==> src/rtl/isu_pkg.sv <==
// shared types and constants of the integer set table unit
`timescale 1ns / 1ps

package isu_pkg;

    localparam int MODE_W       = 2;
    localparam int VALUE_W      = 32;
    localparam int COUNT_W      = 7;
    localparam int DEF_CAPACITY = 64;
    localparam int QDEPTH       = 2;

    localparam logic [MODE_W-1:0] MODE_INSERT = 2'd0;
    localparam logic [MODE_W-1:0] MODE_ERASE  = 2'd1;
    localparam logic [MODE_W-1:0] MODE_LOOKUP = 2'd2;

    typedef enum logic [1:0] {
        OP_INSERT,
        OP_ERASE,
        OP_LOOKUP,
        OP_NONE
    } t_op;

    typedef struct packed {
        t_op                       op;
        logic signed [VALUE_W-1:0] value;
    } t_cmd;

endpackage

==> src/rtl/isu_front.sv <==
// input register stage that takes transfers and decodes the operation
`timescale 1ns / 1ps

module isu_front (
    input  logic                                i_clk,
    input  logic                                i_rst_n,
    input  logic                                i_valid,
    output logic                                o_stall,
    input  logic [isu_pkg::MODE_W-1:0]          i_mode,
    input  logic signed [isu_pkg::VALUE_W-1:0]  i_value,
    input  logic                                i_full,
    output logic                                o_push,
    output isu_pkg::t_cmd                       o_cmd
);
    import isu_pkg::*;

    logic r_valid;
    t_cmd r_cmd;
    logic accept;

    function automatic t_op decode_mode(input logic [MODE_W-1:0] mode);
        t_op op;
        unique case (mode)
            MODE_INSERT: op = OP_INSERT;
            MODE_ERASE:  op = OP_ERASE;
            MODE_LOOKUP: op = OP_LOOKUP;
            default:     op = OP_NONE;
        endcase
        return op;
    endfunction

    assign o_stall = r_valid && i_full;
    assign o_push  = r_valid && !i_full;
    assign o_cmd   = r_cmd;
    assign accept  = i_valid && !o_stall;

    always_ff @(posedge i_clk) begin
        if (!i_rst_n) begin
            r_valid <= 1'b0;
        end else begin
            r_valid <= accept || (r_valid && i_full);
        end
        if (accept) begin
            r_cmd.op    <= decode_mode(i_mode);
            r_cmd.value <= i_value;
        end
    end

endmodule

==> src/rtl/isu_queue.sv <==
// short command queue between the front stage and the table engine
`timescale 1ns / 1ps

module isu_queue (
    input  logic          i_clk,
    input  logic          i_rst_n,
    input  logic          i_push,
    input  isu_pkg::t_cmd i_cmd,
    output logic          o_full,
    input  logic          i_pop,
    output logic          o_valid,
    output isu_pkg::t_cmd o_cmd
);
    import isu_pkg::*;

    localparam int PW = (QDEPTH > 1) ? $clog2(QDEPTH) : 1;
    localparam int FW = $clog2(QDEPTH + 1);

    t_cmd          r_slots [QDEPTH];
    logic [PW-1:0] r_wr_ptr;
    logic [PW-1:0] r_rd_ptr;
    logic [FW-1:0] r_fill;

    assign o_full  = (r_fill == FW'(QDEPTH));
    assign o_valid = (r_fill != '0);
    assign o_cmd   = r_slots[r_rd_ptr];

    always_ff @(posedge i_clk) begin
        if (!i_rst_n) begin
            r_wr_ptr <= '0;
            r_rd_ptr <= '0;
            r_fill   <= '0;
        end else begin
            if (i_push) begin
                r_wr_ptr <= (r_wr_ptr == PW'(QDEPTH - 1)) ? '0 : r_wr_ptr + PW'(1);
            end
            if (i_pop) begin
                r_rd_ptr <= (r_rd_ptr == PW'(QDEPTH - 1)) ? '0 : r_rd_ptr + PW'(1);
            end
            if (i_push && !i_pop) begin
                r_fill <= r_fill + FW'(1);
            end else if (i_pop && !i_push) begin
                r_fill <= r_fill - FW'(1);
            end
        end
        if (i_push) begin
            r_slots[r_wr_ptr] <= i_cmd;
        end
    end

endmodule

==> src/rtl/isu_back.sv <==
// table engine: scans the entry memory, applies the operation, holds the result
`timescale 1ns / 1ps

module isu_back #(
    parameter int CAPACITY = isu_pkg::DEF_CAPACITY
) (
    input  logic                         i_clk,
    input  logic                         i_rst_n,
    input  logic                         i_cmd_valid,
    input  isu_pkg::t_cmd                i_cmd,
    output logic                         o_pop,
    output logic                         o_valid,
    input  logic                         i_stall,
    output logic                         o_ok,
    output logic [isu_pkg::COUNT_W-1:0]  o_count
);
    import isu_pkg::*;

    localparam int CW    = $clog2(CAPACITY + 1);
    localparam int AW    = (CAPACITY > 1) ? $clog2(CAPACITY) : 1;
    localparam int EXT_W = CW + COUNT_W;
    localparam logic [CW-1:0] CAP_C = CW'(CAPACITY);

    typedef enum logic [1:0] {
        ST_IDLE,
        ST_SCAN,
        ST_LAST,
        ST_MOVE
    } t_state;

    t_state                 r_state;
    t_op                    r_op;
    logic [VALUE_W-1:0]     r_value;
    logic [CW-1:0]          r_count;
    logic [CW-1:0]          r_issue;
    logic                   r_cmp_valid;
    logic [AW-1:0]          r_slot;
    logic                   r_res_valid;
    logic                   r_res_ok;
    logic [COUNT_W-1:0]     r_res_count;

    logic [VALUE_W-1:0]     r_mem [CAPACITY];
    logic [VALUE_W-1:0]     r_rd_data;

    logic                   rd_en;
    logic [AW-1:0]          rd_addr;
    logic                   wr_en;
    logic [AW-1:0]          wr_addr;
    logic [VALUE_W-1:0]     wr_data;

    logic                   cmp_hit;
    logic                   resolved;
    logic [CW-1:0]          issue_m1;
    logic [CW-1:0]          cnt_inc;
    logic [CW-1:0]          cnt_dec;
    logic [EXT_W-1:0]       ext_same;
    logic [EXT_W-1:0]       ext_inc;
    logic [EXT_W-1:0]       ext_dec;

    assign o_pop    = (r_state == ST_IDLE) && i_cmd_valid && !r_res_valid;
    assign o_valid  = r_res_valid;
    assign o_ok     = r_res_ok;
    assign o_count  = r_res_count;

    assign cmp_hit  = r_cmp_valid && (r_rd_data == r_value);
    assign resolved = cmp_hit || (r_issue == r_count);
    assign issue_m1 = r_issue - CW'(1);
    assign cnt_inc  = r_count + CW'(1);
    assign cnt_dec  = r_count - CW'(1);
    assign ext_same = {{COUNT_W{1'b0}}, r_count};
    assign ext_inc  = {{COUNT_W{1'b0}}, cnt_inc};
    assign ext_dec  = {{COUNT_W{1'b0}}, cnt_dec};

    always_comb begin
        rd_en   = 1'b0;
        rd_addr = r_issue[AW-1:0];
        wr_en   = 1'b0;
        wr_addr = r_slot;
        wr_data = r_rd_data;
        unique case (r_state)
            ST_IDLE: begin
            end
            ST_SCAN: begin
                if (!resolved) begin
                    rd_en = 1'b1;
                end else if (r_op == OP_INSERT && !cmp_hit) begin
                    wr_en   = 1'b1;
                    wr_addr = r_count[AW-1:0];
                    wr_data = r_value;
                end
            end
            ST_LAST: begin
                rd_en   = 1'b1;
                rd_addr = cnt_dec[AW-1:0];
            end
            ST_MOVE: begin
                wr_en = 1'b1;
            end
        endcase
    end

    always_ff @(posedge i_clk) begin
        if (wr_en) begin
            r_mem[wr_addr] <= wr_data;
        end
    end

    always_ff @(posedge i_clk) begin
        if (rd_en) begin
            r_rd_data <= r_mem[rd_addr];
        end
    end

    always_ff @(posedge i_clk) begin
        if (!i_rst_n) begin
            r_state     <= ST_IDLE;
            r_count     <= '0;
            r_cmp_valid <= 1'b0;
            r_res_valid <= 1'b0;
        end else begin
            if (r_res_valid && !i_stall) begin
                r_res_valid <= 1'b0;
            end
            unique case (r_state)
                ST_IDLE: begin
                    if (o_pop) begin
                        r_op        <= i_cmd.op;
                        r_value     <= i_cmd.value;
                        r_issue     <= '0;
                        r_cmp_valid <= 1'b0;
                        if (i_cmd.op == OP_NONE ||
                            (i_cmd.op == OP_INSERT && r_count == CAP_C)) begin
                            r_res_valid <= 1'b1;
                            r_res_ok    <= 1'b0;
                            r_res_count <= ext_same[COUNT_W-1:0];
                        end else begin
                            r_state <= ST_SCAN;
                        end
                    end
                end
                ST_SCAN: begin
                    if (!resolved) begin
                        r_issue     <= r_issue + CW'(1);
                        r_cmp_valid <= 1'b1;
                    end else begin
                        unique case (r_op)
                            OP_INSERT: begin
                                r_state     <= ST_IDLE;
                                r_res_valid <= 1'b1;
                                r_res_ok    <= !cmp_hit;
                                if (cmp_hit) begin
                                    r_res_count <= ext_same[COUNT_W-1:0];
                                end else begin
                                    r_count     <= cnt_inc;
                                    r_res_count <= ext_inc[COUNT_W-1:0];
                                end
                            end
                            OP_ERASE: begin
                                if (cmp_hit) begin
                                    r_slot  <= issue_m1[AW-1:0];
                                    r_state <= ST_LAST;
                                end else begin
                                    r_state     <= ST_IDLE;
                                    r_res_valid <= 1'b1;
                                    r_res_ok    <= 1'b0;
                                    r_res_count <= ext_same[COUNT_W-1:0];
                                end
                            end
                            default: begin
                                r_state     <= ST_IDLE;
                                r_res_valid <= 1'b1;
                                r_res_ok    <= cmp_hit;
                                r_res_count <= ext_same[COUNT_W-1:0];
                            end
                        endcase
                    end
                end
                ST_LAST: begin
                    r_state <= ST_MOVE;
                end
                ST_MOVE: begin
                    r_count     <= cnt_dec;
                    r_state     <= ST_IDLE;
                    r_res_valid <= 1'b1;
                    r_res_ok    <= 1'b1;
                    r_res_count <= ext_dec[COUNT_W-1:0];
                end
            endcase
        end
    end

endmodule

==> src/rtl/integer_set_table_unit.sv <==
// top level of the integer set table unit: front stage, command queue, table engine
// an input transfer passes the front stage register and the command queue, then the engine scans the n held entries
// erase that finds its value then moves the last entry into the freed slot
// insert into a full table and the unused mode give a failed result without a memory scan
// the engine takes a new command only once the last result has been taken; the scan reads one entry per cycle
// reset clears the entry count and all handshake state; the entry memory is not cleared
`timescale 1ns / 1ps

module integer_set_table_unit #(
    parameter int CAPACITY = isu_pkg::DEF_CAPACITY
) (
    input  logic                                i_clk,
    input  logic                                i_rst_n,
    input  logic                                i_valid,
    output logic                                o_stall,
    input  logic [isu_pkg::MODE_W-1:0]          i_mode,
    input  logic signed [isu_pkg::VALUE_W-1:0]  i_value,
    output logic                                o_valid,
    input  logic                                i_stall,
    output logic                                o_ok,
    output logic [isu_pkg::COUNT_W-1:0]         o_count
);
    import isu_pkg::*;

    logic full;
    logic push;
    t_cmd front_cmd;
    logic pop;
    logic q_valid;
    t_cmd q_cmd;

    isu_front u_front (
        .i_clk   (i_clk),
        .i_rst_n (i_rst_n),
        .i_valid (i_valid),
        .o_stall (o_stall),
        .i_mode  (i_mode),
        .i_value (i_value),
        .i_full  (full),
        .o_push  (push),
        .o_cmd   (front_cmd)
    );

    isu_queue u_queue (
        .i_clk   (i_clk),
        .i_rst_n (i_rst_n),
        .i_push  (push),
        .i_cmd   (front_cmd),
        .o_full  (full),
        .i_pop   (pop),
        .o_valid (q_valid),
        .o_cmd   (q_cmd)
    );

    isu_back #(
        .CAPACITY (CAPACITY)
    ) u_back (
        .i_clk       (i_clk),
        .i_rst_n     (i_rst_n),
        .i_cmd_valid (q_valid),
        .i_cmd       (q_cmd),
        .o_pop       (pop),
        .o_valid     (o_valid),
        .i_stall     (i_stall),
        .o_ok        (o_ok),
        .o_count     (o_count)
    );

endmodule

==> config.mk <==
export PLATFORM = sky130hd
export DESIGN_NAME = integer_set_table_unit
export DESIGN_NICKNAME = d
export VERILOG_FILES = /design/src/rtl/isu_pkg.sv /design/src/rtl/isu_front.sv /design/src/rtl/isu_queue.sv /design/src/rtl/isu_back.sv /design/src/rtl/integer_set_table_unit.sv
export SDC_FILE = /design/constraint.sdc
export NUM_CORES = 2
export LEC_CHECK = 0
export BUFFER_PORTS_ARGS = -buffer_cell sky130_fd_sc_hd__buf_2
export CAP_MARGIN = 20
export CORE_MARGIN = 2
export CORE_UTILIZATION = 45
export CTS_CLUSTER_SIZE = 12
export DETAILED_ROUTE_END_ITERATION = 6
export PLACE_DENSITY = 0.57
export RECOVER_POWER = 100
export REMOVE_ABC_BUFFERS = 1
export SLEW_MARGIN = 20
export SYNTH_ARGS = -nofsm -noshare
export SYNTH_HDL_FRONTEND = slang
export SYNTH_SLANG_ARGS = --single-unit
==> constraint.sdc <==
create_clock -name i_clk -period 6.46 [get_ports i_clk]
set_input_delay 0.969 -clock i_clk [delete_from_list [all_inputs] [get_ports i_clk]]
set_output_delay 0.969 -clock i_clk [all_outputs]
set_load 0.01 [all_outputs]
# Word level (Yosys, flattened, before mapping)
# Memory sizes are Yosys's and may differ from the RTL's. A register that Yosys moved wholly into a read port is not among the register bits.
# Index checks and enable logic that the tools add are counted.
op_classes:
  order_cmp: 0
  bitwise_logic: 0
  add_sub_neg: 8
  n_reduce_logical: 37
  n_mux: 58
  eq_ne: 18
  div_mod_pow: 0
  shift: 0
  n_mul: 0
ops:
  columns: ["operator", "n"]
  rows:
  - ["32-bit 2-to-1 mux", 3]
  - ["7-bit 2-to-1 mux", 9]
  - ["7-bit one-hot mux with 2 select lines", 3]
  - ["32-bit == test", 1]
  - ["6-bit 2-to-1 mux", 4]
  - ["1-bit 2-to-1 mux", 23]
  - ["7-bit one-hot mux with 3 select lines", 1]
  - ["7-bit by 1-bit adder with 7-bit output, second input constant", 2]
  - ["2-bit 2-to-1 mux", 7]
  - ["3-bit AND reduction", 4]
  - ["1-bit logical AND", 11]
  - ["2-bit == test, second input constant", 5]
  - ["2-bit logical NOT", 4]
  - ["2-bit inequality test, second input constant", 4]
  - ["1-bit one-hot mux with 2 select lines", 4]
  - ["2-bit one-hot mux with 4 select lines", 1]
  - ["2-bit nonzero test", 4]
  - ["7-bit == test", 1]
  - ["7-bit == test, second input constant", 1]
  - ["1-bit logical NOT", 7]
  - ["7-bit by 1-bit subtractor with 7-bit output, second input constant", 1]
  - ["2-bit by 1-bit == test with 1-bit output, second input constant", 3]
  - ["1-bit one-hot mux with 3 select lines", 2]
  - ["2-bit one-hot mux with 3 select lines", 1]
  - ["11 further kinds", 15]
totals:
  n_memories: 2
  latchBits: 0
  output_inout_bits: 10
  ramBits: 2116
  inputBits: 38
  romBits: 0
  reg_bits: 105
memory_table:
  columns: ["name", "words", "word_bits", "rd", "rd_clocked_by_memory_dff", "wr", "line", "source"]
  rows:
  - ["u_back.r_mem", 64, 32, 1, 1, 1, "isu_back.sv:42", "logic [VALUE_W-1:0] r_mem [CAPACITY];"]
  - ["u_queue.r_slots", 2, 34, 1, 1, 1, "isu_queue.sv:19", "t_cmd r_slots [QDEPTH];"]

# Logic depth before layout (Yosys ltp)
depth:
  ltp_word: 9
  mapped_depth: 13
  mapped_depth_nobuf: 9

# By module
# A second synthesis with hierarchy kept.
hier_totals:
  cells_unflattened: 3936
  hier_area_um2: 88324.7
modules_own_cells:
  columns: ["mod", "instances", "seq_area_each_um2", "cells_each", "area_per_inst_um2"]
  rows:
  - ["isu_back", 1, 64331.7, 3767, 84572.4]
  - ["isu_queue", 1, 2142.1, 128, 2673.8]
  - ["isu_front", 1, 1041.0, 41, 1078.5]

# Least setup slack after synthesis
# OpenSTA, ideal clock, no wires.
synth_timing:
  kind: "register to register"
  from: "register u_back.r_state[0]"
  to: "memory u_back.r_mem[0][22], data pin"
  stages_incl_launch_ff: 9
  n_path_buf: 3
  setup_time_ns: 0.702
  arrival_time_ns: 4.401
  setup_slack_ns: 1.358
  path_cell_list: "dfxtp_1 -> ha_1 -> clkbuf_1 -> inv_1 -> nor3_1 -> nand3_1 -> buf_2 -> buf_2 -> o21ai_0"
synth_via:
  elab_chain_cells: 2
synth_rtl:
  columns: ["element", "line", "source"]
  rows:
  - ["start, declared", "isu_back.sv:31", "t_state r_state;"]
  - ["start signal, assigned", "isu_back.sv:116", "r_state <= ST_IDLE;"]
  - ["start signal, assigned", "isu_back.sv:137", "r_state <= ST_SCAN;"]
  - ["start signal, assigned", "isu_back.sv:148", "r_state <= ST_IDLE;"]
  - ["2-bit by 1-bit == test with 1-bit output", "isu_back.sv:80", "unique case (r_state)"]
  - ["32-bit 2-to-1 mux", "isu_back.sv:80", null]
  - ["via u_back.wr_data[22]", "isu_back.sv:49", "logic [VALUE_W-1:0] wr_data;"]
  - ["end, declared", "isu_back.sv:42", null]
# The timed path passes the listed nets, and every way through them passes these cells.

# Worst setup path after layout
layout_timing:
  from: "register u_back.r_count[3]"
  to: "memory u_back.r_mem[57][23] (enable)"
layout_via:
  elab_chain_cells: 6
  elab_cells_between_ends: 9
layout_rtl:
  columns: ["element", "line", "source"]
  rows:
  - ["start, declared", "isu_back.sv:34", "logic [CW-1:0] r_count;"]
  - ["start signal, assigned", "isu_back.sv:154", "r_count <= cnt_inc;"]
  - ["start signal, assigned", "isu_back.sv:182", "r_count <= cnt_dec;"]
  - ["7-bit == test", "isu_back.sv:66", "assign resolved = cmp_hit || (r_issue == r_count);"]
  - ["1-bit logical OR", "isu_back.sv:66", null]
  - ["1-bit 2-to-1 mux", "isu_back.sv:84", "if (!resolved) begin"]
  - ["1-bit one-hot mux with 2 select lines", "isu_back.sv:80", null]
  - ["1-bit 2-to-1 mux", "isu_back.sv:103", "if (wr_en) begin"]
  - ["1-bit 2-to-1 mux (implied by the code)", "isu_back.sv:104", "r_mem[wr_addr] <= wr_data;"]
# Several ways; a longest one is shown, not always the timed one.

==> key figures <==
Global routing
  – Maximum number of pins on one net before global-route repair: 99
  – Total routing usage reported by global routing: 22.9%
  – Wire length of the first global-routing pass: between 300000 and 400000 um
  – Via count of the first global-routing pass: 41500
  – Global route overflow: 0
  – Initial antenna violation count: 17

Placement
  – Number of input and output port buffers inserted: 47
  – Placer Congestion: 0.864
  – HPWL after detailed placement: 129000 um
  – Placed cell areas: between 0.09 and 0.1 mm2
  – Minimum setup slack after placement: around 1.9 ns

Critical path
  – Nature of the critical path endpoint: flop
  – Startpoint type of the worst setup path: flop
  – Crit path DAT: 6.01 ns
  – Worst EP required: ~7.0 ns
  – Critical setup path kind: flop to flop
  – Largest fanout of any net on the critical path: 26
  – Largest stage delay on the critical path: 1.77 ns
  – Max stage delay cell, worst path: sky130_fd_sc_hd__nor2_1
  – Crit path cell chain: xor2_1 -> nor4_1 -> nand4_1 -> inv_1 -> nand3_4 -> mux2i_1 -> nor2_1 -> buf_4

Synthesis
  – Yosys cell types: 63
  – Synthesized netlist cell count: 3985
  – EDFF count, synth: 2237
  – Most frequent cells after synthesis: 2237 x sky130_fd_sc_hd__edfxtp_1, 496 x sky130_fd_sc_hd__mux4_2, 299 x sky130_fd_sc_hd__mux2i_1
  – Top cells by area, synth: sky130_fd_sc_hd__edfxtp_1 77%, sky130_fd_sc_hd__mux4_2 13%, sky130_fd_sc_hd__mux2i_1 3.4%
  – Most frequently used cell type in the post-synthesis netlist: sky130_fd_sc_hd__edfxtp_1
  – Most used DFF post-synth: sky130_fd_sc_hd__edfxtp_1
  – Share of Yosys cell area claimed by the top area cell type: approximately 77%
  – Share of the yosys chip area belonging to registers: 77.1%
  – Yosys warnings: 0
  – Cell taking the most area after synthesis: sky130_fd_sc_hd__edfxtp_1
  – Avg Cell Area, Syn: between 20 and 25 um2
  – Share of synthesized flip-flops with an asynchronous set or reset: 0%
  – Total standard cell area after synthesis: 0.0876 mm2
  – Synthesized flop and latch total: 2254

Run status
  – Run status: complete, but fails checks
  – Violations in the final reports: max-capacitance violations, max-slew violations

Route
  – 1st-pass router iterations: 7
  – Per-cell routed wire length: 33.0 um
  – Routed vias/inst: 6.09
  – Total via count in the routed design: 41900
  – WL final: between 200000 and 250000 um
  – Final antenna-violating net count: 0
  – Post-detailed-route DRC marker count: 0
  – Initial DRC count: 4707

Floorplan
  – Overall die height: around 450 um
  – Number of rows in the core area: 161
  – Die width: 445 um
  – Starting density of the core: 45.4%
  – Placeable core region: 0.193 mm2
  – Die Area: slightly below 0.2 mm2
  – Ports: 48

Cells and area
  – Share of post-route cells with drive strength above 1: between 20% and 30%
  – Net total in the final layout: 4251
  – Fraction of the core area covered by cells at the end of the flow: 50.9%
  – Fin area: 0.0982 mm2
  – Synth-to-layout area growth: 12.1%

Job
  – Reported max-cap violation count: 47

STA
  – Endpoints failing hold: 0
  – Clk_skew: between 0.03 and 0.04 ns
  – Setup-violating endpoint count in the final report: 0
  – RSZ-0062 raised after global routing: no
  – Min cycle time layout: 5.50 ns
  – Final period util: 85.1%
  – Max-slew violation total from the final report: 1392
  – Relative slew slack: -92.8%
  – Smallest setup slack after layout: 0.961 ns
  – Tightest Pin Transition: 2.89 ns
  – Top achievable clock speed: 0.182 GHz

Min path
  – Kind of path behind the tightest hold check: input pin to flop

Pwr
  – Power Dens Cells: 355 mW/mm2
  – Relative contribution of combinational cells to total power: 17.9%
  – Cell-internal power: 0.0256 W
  – Power share of the sequential group: 48.1%
  – Peak supply drop: 275 uV
  – Net switching component of the power: 0.00933 W
  – Static Leakage: between 30 and 40 nW
  – Part of the total power dissipated in the clock network: 34.0%
  – Switching power share of the total: 26.7%

Clock network
  – H-tree depth reported by CTS: 4
  – Total clock buffers created by CTS: 222
  – Clock transition time at the flip-flop clock pins of the worst setup and hold paths: 0.07 ns
  – TritonCTS clock tree: built
  – Clk Latency, worst-skew pair: between 0.8 and 0.9 ns
  – Count of hold-fix buffers inserted at cts: 0
  – PostCTS Resize Cnt: 0
  – Count of buffers added by post-CTS timing repair for setup: 0
  – Bufs on Longest Clock Path: 3
  – TritonCTS sink count: approximately 2300
  – Clock root cell: sky130_fd_sc_hd__clkbuf_16
[area by class of cell]
type                       count  area, um2
fill                       15200      94800
sequential                  2254      67500
clock buffer                 287       5850
timing repair buffer         211       1580
tap                         2526       3160
antenna                       26       65.1
clock inverter                71        634
inverter                      18       67.6
multi-input combinational   1496      19300
[flip-flops by register name, summed over array words and instances (netlist names), 2 cells and up, named ones only]
signal            flops
u_back.r_mem       2048
u_queue.r_slots      68
u_front.o_cmd        34
u_back.r_rd_data     32
u_back.r_value       32
u_back.o_count        7
u_back.r_count        7
u_back.r_issue        7
u_back.r_slot         6
u_back.r_op           2
u_queue.r_fill        2
[per-stage QoR]
| stage | setup TNS (ns) | instances | power (W) | hold slack [ns] |
|---|---|---|---|---|
| after CTS | 0 | 6859 | 0.0352 | 0.215 |
| after detailed placement | 0 | 6501 | 0.0234 | 0.431 |
| after global placement | 0 | 6492 | 0.0234 | 0.425 |
| final | 0 | 6889 | 0.0349 | 0.279 |
| after floorplan | -437.39 | 3768 | 0.0233 | 0.421 |
| after global routing | 0 | 6887 | 0.0360 | 0.243 |
[cells by family (layout without fill, tap and decap cells)]
group                    count (synthesis)  after routing  synth area share (%)
AO/OA/AOI/OAI                          253            253                  2.01
XOR/XNOR                                55             55                 0.550
adder cells (fa/ha/maj)                 10             10                 0.143
buffers and inverters                  235            587                  1.31
flip-flops                            2254           2254                  77.1
multiplexers                           871            871                  17.2
other                                    0             26                     0
AND/OR/NAND/NOR                        307            307                  1.72
[final timing paths]
| check | to | slack (ns) | start | cells past startpoint |
|---|---|---|---|---|
| min | u_front.o_cmd[26] | 0.28 | i_value[26] | 1 |
| max reg2reg | u_back.r_mem[57][23] | 0.96 | u_back.r_count[3] | 8 |
| max | u_back.r_mem[57][23] | 0.96 | u_back.r_count[3] | 8 |
| min reg2reg | u_queue.r_slots[1][21] | 0.44 | u_front.o_cmd[21] | 0 |
[worst max-delay path: cells and delay by family, from the launching register on]
family,cells,cell delay [ns]
simple gates,4,2.96
mux,1,0.36
xor+xnor,1,0.16
flops,1,0.79
buf+inv,2,0.85
[power by group through the flow]
| stage | Clock, W | Sequential [W] | Combinational, W |
|---|---|---|---|
| 5_1_grt | 0.0126 | 0.0168 | 0.00660 |
| 2_1_floorplan | 0 | 0.0170 | 0.00628 |
| 3_3_place_gp | 0 | 0.0171 | 0.00631 |
| 3_5_place_dp | 0 | 0.0170 | 0.00634 |
| 6_report | 0.0119 | 0.0168 | 0.00626 |
| 4_1_cts | 0.0121 | 0.0167 | 0.00635 |
[layout by cell type, fill, tap and decap left out, types with 19 or more instances in the layout]
| cell | instances |
|---|---|
| sky130_fd_sc_hd__buf_12 | 19 |
| sky130_fd_sc_hd__a21oi_1 | 37 |
| sky130_fd_sc_hd__diode_2 | 26 |
| sky130_fd_sc_hd__clkbuf_2 | 44 |
| sky130_fd_sc_hd__nand4_1 | 21 |
| sky130_fd_sc_hd__clkbuf_16 | 223 |
| sky130_fd_sc_hd__edfxtp_1 | 2237 |
| sky130_fd_sc_hd__a221oi_1 | 60 |
| sky130_fd_sc_hd__mux4_2 | 496 |
| sky130_fd_sc_hd__o22a_1 | 29 |
| sky130_fd_sc_hd__clkinv_1 | 38 |
| sky130_fd_sc_hd__xnor2_1 | 44 |
| sky130_fd_sc_hd__buf_4 | 62 |
| sky130_fd_sc_hd__mux2_1 | 52 |
| sky130_fd_sc_hd__nor2_4 | 44 |
| sky130_fd_sc_hd__and3_1 | 38 |
| sky130_fd_sc_hd__nor2_1 | 70 |
| sky130_fd_sc_hd__nand2_1 | 51 |
| sky130_fd_sc_hd__o21ai_0 | 72 |
| sky130_fd_sc_hd__buf_2 | 33 |
| sky130_fd_sc_hd__mux2i_1 | 301 |
| sky130_fd_sc_hd__clkbuf_1 | 107 |
[metal layers]
layer  vias to the layer above  GRT usage [%]  routed length [um]
met4                         0           6.23                6200
met1                     22700           34.5              101000
li1                      17200              -                   -
met5                         -              0                   0
met3                       303           3.51               15700
met2                      1677           35.2              105000
Note: power is estimated with default switching activity, not from simulation.
